File: src/rtl/bfmd_pkg.sv
// ----------------------------------------------------------------------------
// bfmd_pkg
// Types and constants of the 2x2 box-filter mip downsampler.
// ----------------------------------------------------------------------------
package bfmd_pkg;

    localparam int MAX_WIDTH_DEF = 4096;

    localparam int PIX_W      = 32;
    localparam int CH_N       = 4;
    localparam int CH_W       = 8;
    localparam int LANE_W     = 9;
    localparam int SUM_W      = CH_N * LANE_W;
    localparam int CFG_W      = 13;

    localparam int HEIGHT_LIMIT = 4096;
    localparam int ROW_W      = 12;
    localparam int OROW_W     = ROW_W - 1;

    localparam int APB_ADDR_W = 3;
    localparam int APB_DATA_W = 32;
    localparam int REG_IDX_W  = APB_ADDR_W - 2;

    localparam logic [REG_IDX_W-1:0] REG_SRC_WIDTH  = 1'b0;
    localparam logic [REG_IDX_W-1:0] REG_SRC_HEIGHT = 1'b1;

    // One finished pair sum on its way to the averaging stage.
    typedef struct packed {
        logic [SUM_W-1:0] pair;
        logic             last;
        logic             use_above;
    } stage_t;

endpackage

File: src/rtl/bfmd_regs.sv
// ----------------------------------------------------------------------------
// bfmd_regs
// APB register file: source width and height; any write restarts the image.
// ----------------------------------------------------------------------------
module bfmd_regs (
    input  logic                           aclk,
    input  logic                           aresetn,
    input  logic                           psel,
    input  logic                           penable,
    input  logic                           pwrite,
    input  logic [bfmd_pkg::APB_ADDR_W-1:0] paddr,
    input  logic [bfmd_pkg::APB_DATA_W-1:0] pwdata,
    output logic [bfmd_pkg::APB_DATA_W-1:0] prdata,
    output logic                           pready,
    output logic [bfmd_pkg::CFG_W-1:0]      src_width,
    output logic [bfmd_pkg::CFG_W-1:0]      src_height,
    output logic                           restart
);
    import bfmd_pkg::*;

    logic [CFG_W-1:0]     src_width_reg;
    logic [CFG_W-1:0]     src_height_reg;
    logic [REG_IDX_W-1:0] reg_idx;
    logic                 wr_en;

    assign reg_idx = paddr[APB_ADDR_W-1:2];
    assign wr_en   = psel && penable && pwrite;
    assign pready  = 1'b1;
    assign restart = wr_en;

    always_ff @(posedge aclk) begin
        if (!aresetn) begin
            src_width_reg  <= CFG_W'(1);
            src_height_reg <= CFG_W'(1);
        end else if (wr_en) begin
            case (reg_idx)
                REG_SRC_WIDTH:  src_width_reg  <= pwdata[CFG_W-1:0];
                REG_SRC_HEIGHT: src_height_reg <= pwdata[CFG_W-1:0];
                default: ;
            endcase
        end
    end

    always_comb begin
        case (reg_idx)
            REG_SRC_WIDTH:  prdata = APB_DATA_W'(src_width_reg);
            REG_SRC_HEIGHT: prdata = APB_DATA_W'(src_height_reg);
            default:        prdata = '0;
        endcase
    end

    assign src_width  = src_width_reg;
    assign src_height = src_height_reg;

endmodule

File: config.mk
export PLATFORM = sky130hd
export DESIGN_NAME = bfmd_regs
export DESIGN_NICKNAME = d
export VERILOG_FILES = /design/src/rtl/bfmd_pkg.sv /design/src/rtl/bfmd_regs.sv
export SDC_FILE = /design/constraint.sdc
export NUM_CORES = 1
export LEC_CHECK = 0
export BUFFER_PORTS_ARGS = -buffer_cell sky130_fd_sc_hd__buf_2
export CAP_MARGIN = 20
export CORE_MARGIN = 4
export CORE_UTILIZATION = 25
export DETAILED_ROUTE_END_ITERATION = 12
export PLACE_DENSITY = 0.63
export SLEW_MARGIN = 20
export SYNTH_ARGS = -nofsm -noshare
export SYNTH_HDL_FRONTEND = slang
export SYNTH_SLANG_ARGS = --single-unit
File: constraint.sdc
create_clock -name aclk -period 0.8 [get_ports aclk]
set_input_delay 0.12 -clock aclk [delete_from_list [all_inputs] [get_ports aclk]]
set_output_delay 0.12 -clock aclk [all_outputs]
set_load 0.005 [all_outputs]
==> results.py <==
metrics = {
    "min_path": {
        "hp-start": "pwdata[12]",
        "min_path_cells": 3,
        "min_path_type": "primary input to flop",
    },
    "cts": {
        "clock_latency_ns": 0.27,
        "clk_pin_slew_ns": 0.09,
        "cts.path.max_buffers": 2,
        "cts_made_buffers": 3,
        "cts_max_level": 1,
        "cts.sinks": 26,
        "tritoncts": "built",
        "hold_buffers": 0,
        "cts_root_buf": "clkbuf_8",
    },
    "critical_path": {
        "cp-start-kind": "flop",
        "path_max_fanout": 3,
        "critical_path_required_ns": 0.68,
        "critPathTopFamily": "flip-flops",
        "timing_worst_setup_path_type": "flop to output port",
        "crit_buf_inv": 1,
        "crit_slowest_cell": "dfxtp_2",
        "end_kind": "output port",
        "cp.depth": 2,
        "max_stage_delay_ns": 0.34,
        "cp.arrival_ns": 1.00,
        "reg2reg_depth": 4,
        "critPathLaunch": "src_height[0]$_SDFFE_PN1P_",
        "worstPathCellList": "mux2_4, buf_6",
        "r2r-start": "src_width[0]$_SDFFE_PN1P_",
    },
    "sta": {
        "fin_crit_ns": 1.120,
        "setup_slack_ns": -0.3203,
        "clock.fmax_ghz": 0.8926,
        "whs_ns": 0.1017,
        "skew_ns": 0,
        "timing.final.crit_share_pct": 140.0,
        "hold_viol": 0,
        "report.final.slew_viol_count": 0,
        "setup_tns_ns": -7.776,
        "grt_setup_unrepaired": "true",
        "final-setup-viol-count": 40,
    },
    "pwr": {
        "pwr_density_cell_nw_per_um2": 1107,
        "peakVddDrop_mv": 0.6216,
        "total_leakage_power_nw": 1.262,
        "switching_share_pct": 23.66,
        "intPower_mw": 2.052,
        "p_sw_uw": 636.0,
        "clkPwrFrac_pct": 31.6,
        "power_frac_seq_pct": 50.1,
        "power_frac_comb_pct": 18.3,
    },
    "routing": {
        "first_pass_iters": 4,
        "num_vias": 1236,
        "antenna_left": 0,
        "routed_wl_mm": 4.021,
        "drt_iter0_drc": 17,
        "vias_per_cell": 4.093,
        "wl_per_cell_um": 13.31,
        "drc": 0,
    },
    "synthesis": {
        "syn_area_per_cell_um2": 9.674,
        "yosysMostFrequentCell": "nand2_1",
        "synth_top_cell_area_share_pct": 38.99,
        "ys_ff_latch": 26,
        "synth_commonest_cells": "nand2_1 (36), dfxtp_1 (26), mux2i_1 (26), buf_4 (21), mux2_2 (13)",
        "yosys.area.top_type": "dfxtp_1",
        "synth_cell_types": 14,
        "synth-edff-count": 0,
        "ys_async_sr_fraction_pct": 0,
        "synth_cells": 138,
        "ys_top_cells_by_area": "dfxtp_1 (39%), mux2i_1 (19%), buf_4 (12%), mux2_2 (11%), nand2_1 (10%)",
        "syn_area_um2": 1335,
        "ys_warn_count": 0,
        "seq_area_frac_synth_pct": 38.99,
        "synth_ff_type": "dfxtp_1",
    },
    "finish": {
        "fillers": 491,
        "multi_input_area_um2": 721.9,
        "finalNetCount": 273,
        "final_util_pct": 47.25,
        "area_delta_synth_final_pct": 81.91,
        "ff_latch_area_um2": 553.0,
        "finalInstanceArea_um2": 2429,
        "drive_above_1_share_pct": 63.36,
        "diodes": 0,
    },
    "flow_run": {
        "maxCapViolations": 0,
    },
    "floorplan": {
        "core_um2": 5140,
        "die_y_um": 81.08,
        "initial_utilization_pct": 25.97,
        "pin_count": 100,
        "fp-row-count": 26,
        "die_x_um": 81.08,
        "die_area_um2": 6573,
    },
    "global_route": {
        "grt_start_max_net_pins": 20,
        "grt_pass1_vias": 1241,
        "antenna_found_initial": 0,
        "grt-ovfl-total": 0,
        "grt_pass1_wl_mm": 5.844,
        "grt_usage_pct": 11.64,
    },
    "placement": {
        "placed_cell_area_um2": 1878,
        "port_buffers": 58,
        "post-dp-hpwl_mm": 2.583,
        "gp_congestion": 0.6839,
    },
    "status": {
        "violations": "negative setup slack",
        "status": "finished, violations left",
    },
}
logic make-up (layout without fill, tap and decap cells):
| logic type | count (synthesis) | after routing | share of synthesized area [%] |
|---|---|---|---|
| buf+inv | 28 | 104 | 15.18 |
| flops | 26 | 26 | 38.99 |
| mux | 39 | 39 | 30.46 |
| other cells | 2 | 20 | 0.5625 |
| simple gates | 43 | 43 | 14.81 |
layout by cell type, fill, tap and decap left out, types with 2 or more instances in the layout:
cell type and count:
mux2_4 10, clkbuf_8 4, buf_12 6, dfxtp_2 26, nand2_2 2, buf_4 8
buf_6 64, mux2i_1 26, mux2_2 3, buf_2 22, conb_1 20, nor2b_1 3
nand2_1 34
worst paths after layout:
check | to | slack [ns]
setup / recovery | prdata[0] | -0.32
hold / removal | src_height[12]$_SDFFE_PN0P_ | 0.10
setup reg to reg | src_width[0]$_SDFFE_PN1P_ | -0.08
hold reg to reg | src_height[2]$_SDFFE_PN0P_ | 0.57
per-layer routing:
metal,GRT usage [%],vias up,wire (um),share of wire [%]
met5,0,-,0,0
met4,1.014,0,10,0.25
met3,3.326,2,269,6.7
met2,24.38,45,2303,57
met1,11.42,584,1437,36
li1,-,605,-,-
layout make-up:
cell class,instances,area share (%)
clock buffer,4,2.267
tap,70,3.606
timing repair buffer,100,41.63
sequential,26,22.77
multi-input combinational,102,29.73
power by group through the flow:
| stage | sequential, mW | combinational [mW] | clock, mW |
|---|---|---|---|
| 2_1_floorplan | 1.37 | 0.242 | 0 |
| 3_3_place_gp | 1.37 | 0.376 | 0 |
| 3_5_place_dp | 1.37 | 0.379 | 0 |
| 4_1_cts | 1.34 | 0.438 | 0.908 |
| 5_1_grt | 1.35 | 0.537 | 0.967 |
| 6_report | 1.35 | 0.491 | 0.850 |
through the flow:
stage,instances,power [mW],setup WS (ns)
after global routing,302,2.855,-0.3673
after floorplan,156,1.615,-0.03537
after CTS,292,2.691,-0.3188
final,302,2.688,-0.3203
after detailed placement,286,1.745,-0.1958
after global placement,286,1.742,-0.1933
tightest hold or removal path, cell delays in order:
cell and delay (ns):
buf_2 0.10, nand2_1 0.06, mux2i_1 0.06
what timing repair did:
| item | CTS | global route |
|---|---|---|
| gates resized for setup | 74 | 39 |
| buffers inserted | 3 | 21 |
| setup endpoints to repair | 39 | 39 |
Power figures use the tool's default switching activity.
