==> src/rtl/bfmd_pkg.sv <==
// ----------------------------------------------------------------------------
// bfmd_pkg
// Types and constants of the 2x2 box-filter mip downsampler.
// ----------------------------------------------------------------------------
package bfmd_pkg;

    localparam int MAX_WIDTH_DEF = 4096;

    localparam int PIX_W      = 32;
    localparam int CH_N       = 4;
    localparam int CH_W       = 8;
    localparam int LANE_W     = 9;
    localparam int SUM_W      = CH_N * LANE_W;
    localparam int CFG_W      = 13;

    localparam int HEIGHT_LIMIT = 4096;
    localparam int ROW_W      = 12;
    localparam int OROW_W     = ROW_W - 1;

    localparam int APB_ADDR_W = 3;
    localparam int APB_DATA_W = 32;
    localparam int REG_IDX_W  = APB_ADDR_W - 2;

    localparam logic [REG_IDX_W-1:0] REG_SRC_WIDTH  = 1'b0;
    localparam logic [REG_IDX_W-1:0] REG_SRC_HEIGHT = 1'b1;

    // One finished pair sum on its way to the averaging stage.
    typedef struct packed {
        logic [SUM_W-1:0] pair;
        logic             last;
        logic             use_above;
    } stage_t;

endpackage

==> src/rtl/bfmd_avg.sv <==
// ----------------------------------------------------------------------------
// bfmd_avg
// Averaging stage and output register with valid/ready flow control.
// ----------------------------------------------------------------------------
module bfmd_avg (
    input  logic                       aclk,
    input  logic                       aresetn,
    input  logic                       item_valid,
    input  bfmd_pkg::stage_t           item,
    input  logic [bfmd_pkg::SUM_W-1:0]  above,
    output logic                       in_ready,
    output logic                       m_valid,
    input  logic                       m_ready,
    output logic [bfmd_pkg::PIX_W-1:0]  m_avg_pixel,
    output logic                       m_last_of_image
);
    import bfmd_pkg::*;

    logic             s1_valid_reg;
    stage_t           s1_reg;
    logic             m_valid_reg;
    logic [PIX_W-1:0] avg_reg, avg_next;
    logic             last_reg;
    logic             out_free;

    logic [LANE_W:0]  lane_sum [CH_N];

    assign out_free = !m_valid_reg || m_ready;
    assign in_ready = !s1_valid_reg || out_free;

    // Full 2x2 sum drops two bits; a single-row pair drops one.
    always_comb begin
        for (int c = 0; c < CH_N; c++) begin
            lane_sum[c] = {1'b0, above[c*LANE_W +: LANE_W]}
                        + {1'b0, s1_reg.pair[c*LANE_W +: LANE_W]};
            if (s1_reg.use_above) begin
                avg_next[c*CH_W +: CH_W] = lane_sum[c][LANE_W:2];
            end else begin
                avg_next[c*CH_W +: CH_W] = s1_reg.pair[c*LANE_W+1 +: CH_W];
            end
        end
    end

    always_ff @(posedge aclk) begin
        if (!aresetn) begin
            s1_valid_reg <= 1'b0;
            m_valid_reg  <= 1'b0;
        end else begin
            if (in_ready) begin
                s1_valid_reg <= item_valid;
            end
            if (out_free) begin
                m_valid_reg <= s1_valid_reg;
            end
        end
    end

    always_ff @(posedge aclk) begin
        if (in_ready && item_valid) begin
            s1_reg <= item;
        end
        if (out_free && s1_valid_reg) begin
            avg_reg  <= avg_next;
            last_reg <= s1_reg.last;
        end
    end

    assign m_valid         = m_valid_reg;
    assign m_avg_pixel     = avg_reg;
    assign m_last_of_image = last_reg;

endmodule

==> config.mk <==
export PLATFORM = sky130hd
export DESIGN_NAME = bfmd_avg
export DESIGN_NICKNAME = d
export VERILOG_FILES = /design/src/rtl/bfmd_pkg.sv /design/src/rtl/bfmd_avg.sv
export SDC_FILE = /design/constraint.sdc
export NUM_CORES = 1
export LEC_CHECK = 0
export ABC_CLOCK_PERIOD_IN_PS = 7500
export BUFFER_PORTS_ARGS = -buffer_cell sky130_fd_sc_hd__buf_4
export CORE_MARGIN = 4
export CORE_UTILIZATION = 58
export CTS_BUF_LIST = sky130_fd_sc_hd__clkbuf_2 sky130_fd_sc_hd__clkbuf_4 sky130_fd_sc_hd__clkbuf_8
export CTS_CLUSTER_SIZE = 14
export DETAILED_ROUTE_END_ITERATION = 6
export GPL_TIMING_DRIVEN = 0
export PLACE_DENSITY = 0.95
export REMOVE_ABC_BUFFERS = 1
export SLEW_MARGIN = 20
export SYNTH_ARGS = -nofsm -noshare
export SYNTH_HDL_FRONTEND = slang
export SYNTH_SLANG_ARGS = --single-unit
==> constraint.sdc <==
create_clock -name aclk -period 7.5 [get_ports aclk]
set_input_delay 0.75 -clock aclk [delete_from_list [all_inputs] [get_ports aclk]]
set_output_delay 0.75 -clock aclk [all_outputs]
set_load 0.01 [all_outputs]
==> impl_metrics.toml <==
[clocking]
cts_setup_buffers = 0
tritoncts = "yes"
cts-root-buf = "clkbuf_8"
clk_pin_slew_ns = 0.07
htree_levels = 3
ctsLongestPathBuffers = 2
cts_resized = 0
ctsHoldBuffers = 0
clk_latency_ns = 0.34
cts.sinks = 73
cts_made_buffers = 9

[pwr]
p_leak_nw = 2.14
power_frac_comb_pct = 20.4
switching_share_pct = 25.1
internal_power_w = 0.000780
ir_drop_mv = 0.154
clkPwrFrac_pct = 32.2
p_sw_w = 0.000262
p_per_area_nw_per_um2 = 202
power_frac_seq_pct = 47.4

[cells_and_area]
final_nets = 567
largest_register_ffs = 38
area_delta_synth_final_pct = 30.0
drive_above_1_share_pct = 32.3
fin_area_sq_um = 5160
diodes = 0
postLayoutCoreUtil_pct = 79.5

[sta]
fin_crit_sh_pct = 38.7
fin_crit_ns = 2.90
finalSetupViolations = 0
max_freq_ghz = 0.345
drv_slew = 0
hold_viol_final = 0
slew_headroom_pct = 31.8
max_slew.worst_pin.slew_ns = 1.02
skew_ns = 0.00654
setup_tns_ns = 0
rsz0062_at_grt = "false"

[setup_path]
cp.arrival_ns = 2.98
crit_path_max_fanout = 36
startpoint_type = "flop"
crit_required_ns = 7.58
critPathCaptureType = "flop"
critPathKind = "flop to flop"

[detailed_routing]
wire_per_inst_um = 17.9
drc = 0
drt_pre_antenna_iters = 5
via_per_inst = 6.20
vias = 3343
postRouteAntennaNets = 0
totalWireLength_mm = 9.64
dr.first_iter.drc_count = 197

[logic_synthesis]
yosysWarnings = 0
synth-edff-count = 71
postSynthCellCount = 341
syn-mean-instance-area_sq_um = 11.6
syn_area_sq_um = 3970
synth.ff_latch_count = 73
yosysMostFrequentCell = "edfxtp_1"
synth_top_flop_cell = "edfxtp_1"
synth_top_area_share_pct = 53.7
yosys.area.top_type = "edfxtp_1"
synth_common_cells = "71 x edfxtp_1, 39 x nand2_1, 32 x ha_1, 30 x a21oi_1, 25 x nor2_1"
async_flop_share_pct = 0
yosysUniqueCellTypes = 32
synthTopCellsByArea = "edfxtp_1 54%, ha_1 10%, a21oi_1 3.8%"
synth-seq-area-share_pct = 54.7

[global_route]
antenna_found_initial = 0
gr-total-overflow = 0
grt_max_degree = 37
grt_pass1_vias = 3427
grt_pass1_wl_mm = 15.8
grt_util_all_layers_pct = 24.0

[floorplan]
dieArea_sq_um = 8240
num_rows = 29
fp.dieW_um = 90.8
start_util_pct = 61.2
io_pins = 113
core_sq_um = 6490
die_y_um = 90.8

[placed_design]
gp_congestion = 0.845
place_area_sq_um = 4950
io_buffers = 112
dp_hpwl_mm = 6.95

[run_status]
outcome = "completed"

[run]
drv_cap = 0

[worst_hold_path]
hold_class = "flop to flop"
-- area by class of cell --
class                      instances  area (sq um)
clock inverter                     5          80.1
fill                             375          1330
clock buffer                      11           139
timing repair buffer             115           908
tap                               77          96.3
multi-input combinational        257          1770
inverter                           1          3.75
sequential                        73          2170
-- power by group through the flow --
stage / Combinational (W) / Clock, W / Sequential [W]
after floorplan: 0.000116 / 0 / 0.000507
after global placement: 0.000190 / 0 / 0.000504
after detailed placement: 0.000206 / 0 / 0.000502
after CTS: 0.000210 / 0.000341 / 0.000494
after global routing: 0.000233 / 0.000362 / 0.000496
final: 0.000213 / 0.000336 / 0.000494
-- worst max-delay path, stage by stage (launching register included) --
cell	delay [ns]
edfxtp_1	0.83
clkinv_1	1.04
o41a_2	0.77
-- layout by cell type (no fill, tap or decap), types with 3 or more instances in the layout --
| cell type | count |
|---|---|
| a211o_1 | 4 |
| a211oi_1 | 5 |
| a21o_1 | 9 |
| a21oi_1 | 30 |
| a22oi_1 | 4 |
| a31o_1 | 3 |
| a31oi_1 | 4 |
| buf_4 | 112 |
| clkbuf_8 | 9 |
| edfxtp_1 | 71 |
| ha_1 | 32 |
| mux2_2 | 12 |
| nand2_1 | 39 |
| nand3_1 | 16 |
| nand4_1 | 7 |
| nor2_1 | 25 |
| nor3_1 | 12 |
| o21a_1 | 5 |
| o21ai_0 | 13 |
| o311ai_0 | 8 |
| o31ai_1 | 4 |
| o41a_1 | 3 |
| xnor2_1 | 4 |
| xor2_1 | 8 |
-- per-stage QoR --
step	total power, W	hold slack, ns	setup slack [ns]	instances
3_3_place_gp	0.000693	0.404	3.94	520
5_1_grt	0.00109	0.435	4.45	539
4_1_cts	0.00104	0.430	4.62	539
6_report	0.00104	0.424	4.60	539
2_1_floorplan	0.000623	0.400	4.76	331
3_5_place_dp	0.000708	0.414	4.64	523
-- path summary, 6_finish.rpt --
kind                                   endpoint  depth (start not counted)  slack, ns  startpoint
worst max-delay path            m_avg_pixel[15]                          2       4.60   s1_reg[0]
worst min-delay path            m_last_of_image                          0       0.42   s1_reg[1]
worst max register to register  m_avg_pixel[15]                          2       4.60   s1_reg[0]
worst min register to register  m_last_of_image                          0       0.42   s1_reg[1]
-- per-layer routing --
metal	global-route usage (%)	part of all wire [%]	vias up
met5	0	0	-
met2	43.2	52	196
met4	9.44	2.6	0
li1	-	-	1566
met3	6.00	8.5	27
met1	27.2	37	1554
-- kinds of logic (layout without fill, tap and decap cells) --
logic type | count (synthesis) | count (layout) | share of synthesized area, %
and+or+nand+nor | 106 | 106 | 12.0
AOI/OAI and AO/OA | 95 | 95 | 16.1
DFF | 73 | 73 | 54.7
adders and majority gates | 32 | 32 | 10.1
xor gates and xnor gates | 12 | 12 | 2.65
muxes | 12 | 12 | 3.40
buffers and inverters | 11 | 132 | 1.10
No activity file was read; power rests on OpenSTA's default activity.
