File: src/rtl/bfmd_pkg.sv
// ----------------------------------------------------------------------------
// bfmd_pkg
// Types and constants of the 2x2 box-filter mip downsampler.
// ----------------------------------------------------------------------------
package bfmd_pkg;

    localparam int MAX_WIDTH_DEF = 4096;

    localparam int PIX_W      = 32;
    localparam int CH_N       = 4;
    localparam int CH_W       = 8;
    localparam int LANE_W     = 9;
    localparam int SUM_W      = CH_N * LANE_W;
    localparam int CFG_W      = 13;

    localparam int HEIGHT_LIMIT = 4096;
    localparam int ROW_W      = 12;
    localparam int OROW_W     = ROW_W - 1;

    localparam int APB_ADDR_W = 3;
    localparam int APB_DATA_W = 32;
    localparam int REG_IDX_W  = APB_ADDR_W - 2;

    localparam logic [REG_IDX_W-1:0] REG_SRC_WIDTH  = 1'b0;
    localparam logic [REG_IDX_W-1:0] REG_SRC_HEIGHT = 1'b1;

    // One finished pair sum on its way to the averaging stage.
    typedef struct packed {
        logic [SUM_W-1:0] pair;
        logic             last;
        logic             use_above;
    } stage_t;

endpackage

File: src/rtl/bfmd_scan.sv
// ----------------------------------------------------------------------------
// bfmd_scan
// Raster position, horizontal pair sums and line-store access per pixel.
// ----------------------------------------------------------------------------
module bfmd_scan #(
    parameter int MAX_WIDTH = bfmd_pkg::MAX_WIDTH_DEF,
    localparam int DEPTH = (MAX_WIDTH + 1) / 2,
    localparam int AW = (DEPTH > 1) ? $clog2(DEPTH) : 1
) (
    input  logic                       aclk,
    input  logic                       aresetn,
    input  logic [bfmd_pkg::CFG_W-1:0]  src_width,
    input  logic [bfmd_pkg::CFG_W-1:0]  src_height,
    input  logic                       restart,
    input  logic                       accept,
    input  logic [bfmd_pkg::PIX_W-1:0]  pixel,
    output logic                       ram_we,
    output logic                       ram_re,
    output logic [AW-1:0]              ram_addr,
    output logic [bfmd_pkg::SUM_W-1:0]  ram_wdata,
    output logic                       item_valid,
    output bfmd_pkg::stage_t           item
);
    import bfmd_pkg::*;

    localparam int CW   = $clog2(MAX_WIDTH);
    localparam int EW   = $clog2(MAX_WIDTH + 1);
    localparam int CMPW = (EW > CFG_W) ? EW : CFG_W;

    function automatic logic [SUM_W-1:0] widen(input logic [PIX_W-1:0] p);
        logic [SUM_W-1:0] r;
        r = '0;
        for (int c = 0; c < CH_N; c++) begin
            r[c*LANE_W +: LANE_W] = {1'b0, p[c*CH_W +: CH_W]};
        end
        return r;
    endfunction

    logic [CW-1:0]    col_reg, col_next;
    logic [ROW_W-1:0] row_reg, row_next;
    logic [SUM_W-1:0] left_sum_reg, left_sum_next;

    logic [CMPW-1:0]  w_wide, w_clip;
    logic [EW-1:0]    w_eff;
    logic [CW-1:0]    w_m1;
    logic             w1;
    logic [AW-1:0]    ow_m1;
    logic [CFG_W-1:0] h_eff;
    logic [ROW_W-1:0] h_m1;
    logic             h1;
    logic [OROW_W-1:0] oh_m1;

    logic [AW-1:0]     x;
    logic [OROW_W-1:0] y;
    logic [SUM_W-1:0]  widened, pair;
    logic              have_pair;

    // Effective size: zero acts as one, oversize clips.
    always_comb begin
        w_wide = CMPW'(src_width);
        if (w_wide == '0) begin
            w_clip = CMPW'(1);
        end else if (w_wide > CMPW'(MAX_WIDTH)) begin
            w_clip = CMPW'(MAX_WIDTH);
        end else begin
            w_clip = w_wide;
        end
        if (src_height == '0) begin
            h_eff = CFG_W'(1);
        end else if (src_height > CFG_W'(HEIGHT_LIMIT)) begin
            h_eff = CFG_W'(HEIGHT_LIMIT);
        end else begin
            h_eff = src_height;
        end
    end

    assign w_eff = EW'(w_clip);
    assign w_m1  = CW'(w_eff - EW'(1));
    assign w1    = (w_eff == EW'(1));
    assign ow_m1 = w1 ? '0 : AW'((w_eff >> 1) - EW'(1));
    assign h_m1  = ROW_W'(h_eff - CFG_W'(1));
    assign h1    = (h_eff == CFG_W'(1));
    assign oh_m1 = h1 ? '0 : OROW_W'((h_eff >> 1) - CFG_W'(1));

    assign x = AW'(col_reg >> 1);
    assign y = row_reg[ROW_W-1:1];

    // Lanes never carry into each other: each 9-bit sum stays below 511.
    assign widened   = widen(pixel);
    assign pair      = w1 ? (widened + widened) : (left_sum_reg + widened);
    assign have_pair = w1 || col_reg[0];

    // Even rows park their pair sums; odd rows read them back.
    assign ram_we    = accept && have_pair && !h1 && !row_reg[0];
    assign ram_re    = accept && have_pair && !h1 && row_reg[0];
    assign ram_addr  = x;
    assign ram_wdata = pair;

    assign item_valid     = accept && have_pair && (h1 || row_reg[0]);
    assign item.pair      = pair;
    assign item.last      = (x == ow_m1) && (y == oh_m1);
    assign item.use_above = !h1;

    always_comb begin
        col_next      = col_reg;
        row_next      = row_reg;
        left_sum_next = left_sum_reg;
        if (restart) begin
            col_next      = '0;
            row_next      = '0;
            left_sum_next = '0;
        end else if (accept) begin
            if (!have_pair) begin
                left_sum_next = widened;
            end
            if (col_reg == w_m1) begin
                col_next = '0;
                row_next = (row_reg == h_m1) ? '0 : row_reg + ROW_W'(1);
            end else begin
                col_next = col_reg + CW'(1);
            end
        end
    end

    always_ff @(posedge aclk) begin
        if (!aresetn) begin
            col_reg      <= '0;
            row_reg      <= '0;
            left_sum_reg <= '0;
        end else begin
            col_reg      <= col_next;
            row_reg      <= row_next;
            left_sum_reg <= left_sum_next;
        end
    end

endmodule

File: config.mk
export PLATFORM = sky130hd
export DESIGN_NAME = bfmd_scan
export DESIGN_NICKNAME = d
export VERILOG_FILES = /design/src/rtl/bfmd_pkg.sv /design/src/rtl/bfmd_scan.sv
export SDC_FILE = /design/constraint.sdc
export NUM_CORES = 1
export LEC_CHECK = 0
export BUFFER_PORTS_ARGS = -buffer_cell sky130_fd_sc_hd__buf_2
export CORE_MARGIN = 2
export CORE_UTILIZATION = 42
export CTS_CLUSTER_DIAMETER = 60
export DETAILED_ROUTE_END_ITERATION = 10
export GPL_ROUTABILITY_DRIVEN = 0
export PLACE_DENSITY = 0.71
export SYNTH_ARGS = -nofsm -noshare
export SYNTH_HDL_FRONTEND = slang
export SYNTH_SLANG_ARGS = --single-unit
File: constraint.sdc
create_clock -name aclk -period 7.4 [get_ports aclk]
set_input_delay 1.85 -clock aclk [delete_from_list [all_inputs] [get_ports aclk]]
set_output_delay 1.85 -clock aclk [all_outputs]
set_load 0.005 [all_outputs]
==> reports/results.txt <==
row cnt -> 47
Worst VDD drop -> 80.0 uV
vias in the first global route -> 6408
Final min period -> 7.16 ns
Avg Vias per Cell -> 5.64
flops & latches, synth -> 56
Starting DRT DRC Count -> 642
sequential area share after synthesis -> 16.1%
final setup violation count -> 0
clock slew at reported path FFs -> 0.07 ns
Ys Warns -> 0
Sw Share -> 31.8%
initial antenna violation count -> 1
most common cell in the netlist -> nand2_1
Hold Crit Class -> reg -> reg
largest net degree at the start of global routing -> 43
clock latency on the worst-skew pair -> 0.30 ns
grt total ovfl -> 0
peak fanout along the critical path -> 20
sequential share of power -> 33.8%
Core ar. -> 16400 um2
Tcrit/Tclk final -> 96.7%
switching power -> 293 uW
Worst Skew -> 0.00685 ns
Mapped Area -> 6970 um2
WS Path Type -> in -> out
Setup WS post-layout -> 0.242 ns
placed inst area -> 7570 um2
hpwl dp -> 14900 um
total track usage -> 21.3%
Die X -> 133 um
final core occ -> 47.8%
combinational power share -> 32.6%
share of the synthesized area in the top cell type -> 16.1%
max_cap viols -> 0
clock network power share -> 33.6%
number of synthesized flops with an enable pin -> 0
Max Root-Sink Buffers -> 2
design area -> 7840 um2
first-pass GRT wire length -> 31600 um
die area -> 17600 um2
TritonRoute pass-1 iters -> 5
CTS tree -> yes
Die Ht -> 133 um
final hold vios -> 0
Post-Route WL -> 19600 um
cts-stage hold buffer count -> 0
outcome -> finished clean
most area-consuming cells after synthesis -> dfxtp_1 16%, nand2_1 10%, ha_1 7.2%
P per Cell Area -> 117 nW/um2
I/O pin cnt -> 150
Post-synth top cells -> 189 x nand2_1, 96 x a21oi_1, 59 x clkbuf_1, 56 x dfxtp_1, 55 x nor2_1
Routed Antenna Nets -> 0
CTS root buf -> clkbuf_16
dpl ws -> 0.124 ns
Final Max Tran Viols -> 0
syn avg cell area -> 6.83 um2
Worst EP arrival -> 5.31 ns
max reg flops -> 32
TritonCTS Sinks -> 56
asr flop ratio synth -> 0%
startpoint type of the worst setup path -> input pin
Slew Limit Headroom -> 23.8%
worst-margin pin slew -> 1.14 ns
port buffer count -> 149
Internal -> 627 uW
fin cells -> 1304
synth-to-layout area growth -> 12.5%
Top FF cell, synth -> dfxtp_1
drt drc -> 0
Leakage -> 3.44 nW
CTS buffer count -> 5
H-tree lvl count -> 2
fin nets -> 1189
synthesized instance count -> 1020
WHS -> 0.455 ns
fmax -> 0.140 GHz
diode count -> 0
crit end category -> output pin
Distinct cells, synth -> 80
Required @ worst endpoint -> 5.55 ns
Synth area leader -> dfxtp_1
initial core utilization -> 42.5%
Mapped Nets -> 1126
Via Count -> 7352
WL/cell -> 15.1 um
share of cells above drive strength 1 -> 19.6%
dpl cells -> 1293
## worst max-delay path, cell delays in order
cell      delay (ns)
buf_2           0.18
nor4_4          0.32
a31oi_1         0.17
nor2_1          0.20
ha_1            0.18
nor3b_2         0.17
nand4_1         0.20
buf_12          0.26
a21o_1          0.20
ha_1            0.26
a21o_1          0.17
a21oi_1         0.20
o21ai_0         0.10
a21oi_1         0.24
o21bai_1        0.10
a21oi_1         0.20
xnor2_1         0.15
buf_2           0.14
## metrics by stage
step	power [mW]	setup TNS (ns)
global route	0.969	-0.00202
CTS	0.922	0
global placement	0.609	0
detailed placement	0.613	0
floorplan	0.534	0
finish	0.919	0
## logic make-up (layout without fill, tap and decap cells)
| group | after synthesis | count (layout) | share of synthesized area (%) |
|---|---|---|---|
| AND/OR/NAND/NOR | 427 | 427 | 30.8 |
| AO/OA/AOI/OAI | 242 | 242 | 22.4 |
| buffers and inverters | 170 | 234 | 12.0 |
| XOR/XNOR | 77 | 77 | 9.87 |
| flip-flops | 56 | 56 | 16.1 |
| adder cells (fa/ha/maj) | 44 | 44 | 8.33 |
| multiplexers | 4 | 4 | 0.592 |
## cells in the final DEF, fill, tap and decap left out, types with 19 or more instances in the layout
master,instances
inv_1,48
buf_4,24
nand2b_1,19
buf_2,149
ha_1,40
o21ai_0,38
xnor2_1,48
xor2_1,28
dfxtp_1,56
a21oi_1,95
nor2_1,55
nor3_1,24
nand2_1,189
nand3_1,28
## what timing repair did
item	CTS	global route
setup endpoints to repair	0	30
buffers inserted	0	2
gates resized for setup	0	7
## power groups by stage
stage,clock (mW),sequential [mW],combinational [mW]
after global routing,0.327,0.312,0.331
final,0.309,0.311,0.299
after CTS,0.316,0.311,0.296
after detailed placement,0,0.318,0.295
after floorplan,0,0.316,0.218
after global placement,0,0.318,0.292
## path summary, 6_finish.rpt
| check | startpoint | endpoint | slack [ns] | cells past startpoint |
|---|---|---|---|---|
| hold reg to reg | left_sum_reg[7] | left_sum_reg[7] | 0.46 | 2 |
| hold / removal | left_sum_reg[7] | left_sum_reg[7] | 0.46 | 2 |
| setup reg to reg | row_reg[6] | row_reg[11] | 4.33 | 8 |
| setup / recovery | src_width[3] | item[9] | 0.24 | 18 |
## final cells by class
class	instances	area (um2)
clock buffers	5	125
clock inverters	3	68.8
fillers	1656	8570
inverters	50	188
multi-input cells	794	5070
flip-flops and latches	56	1120
well taps	220	275
repair buffers	176	991
## layer usage
layer / routed length, um / GRT usage, % / vias to the layer above / share of wire (%)
li1: - / - / 3643 / -
met1: 9130 / 30.4 / 3379 / 46
met2: 8760 / 34.2 / 298 / 45
met3: 1400 / 2.45 / 30 / 7.1
met4: 330 / 5.56 / 2 / 1.7
met5: 13 / 0 / - / 0.066
(Power assumes the default switching activity.)
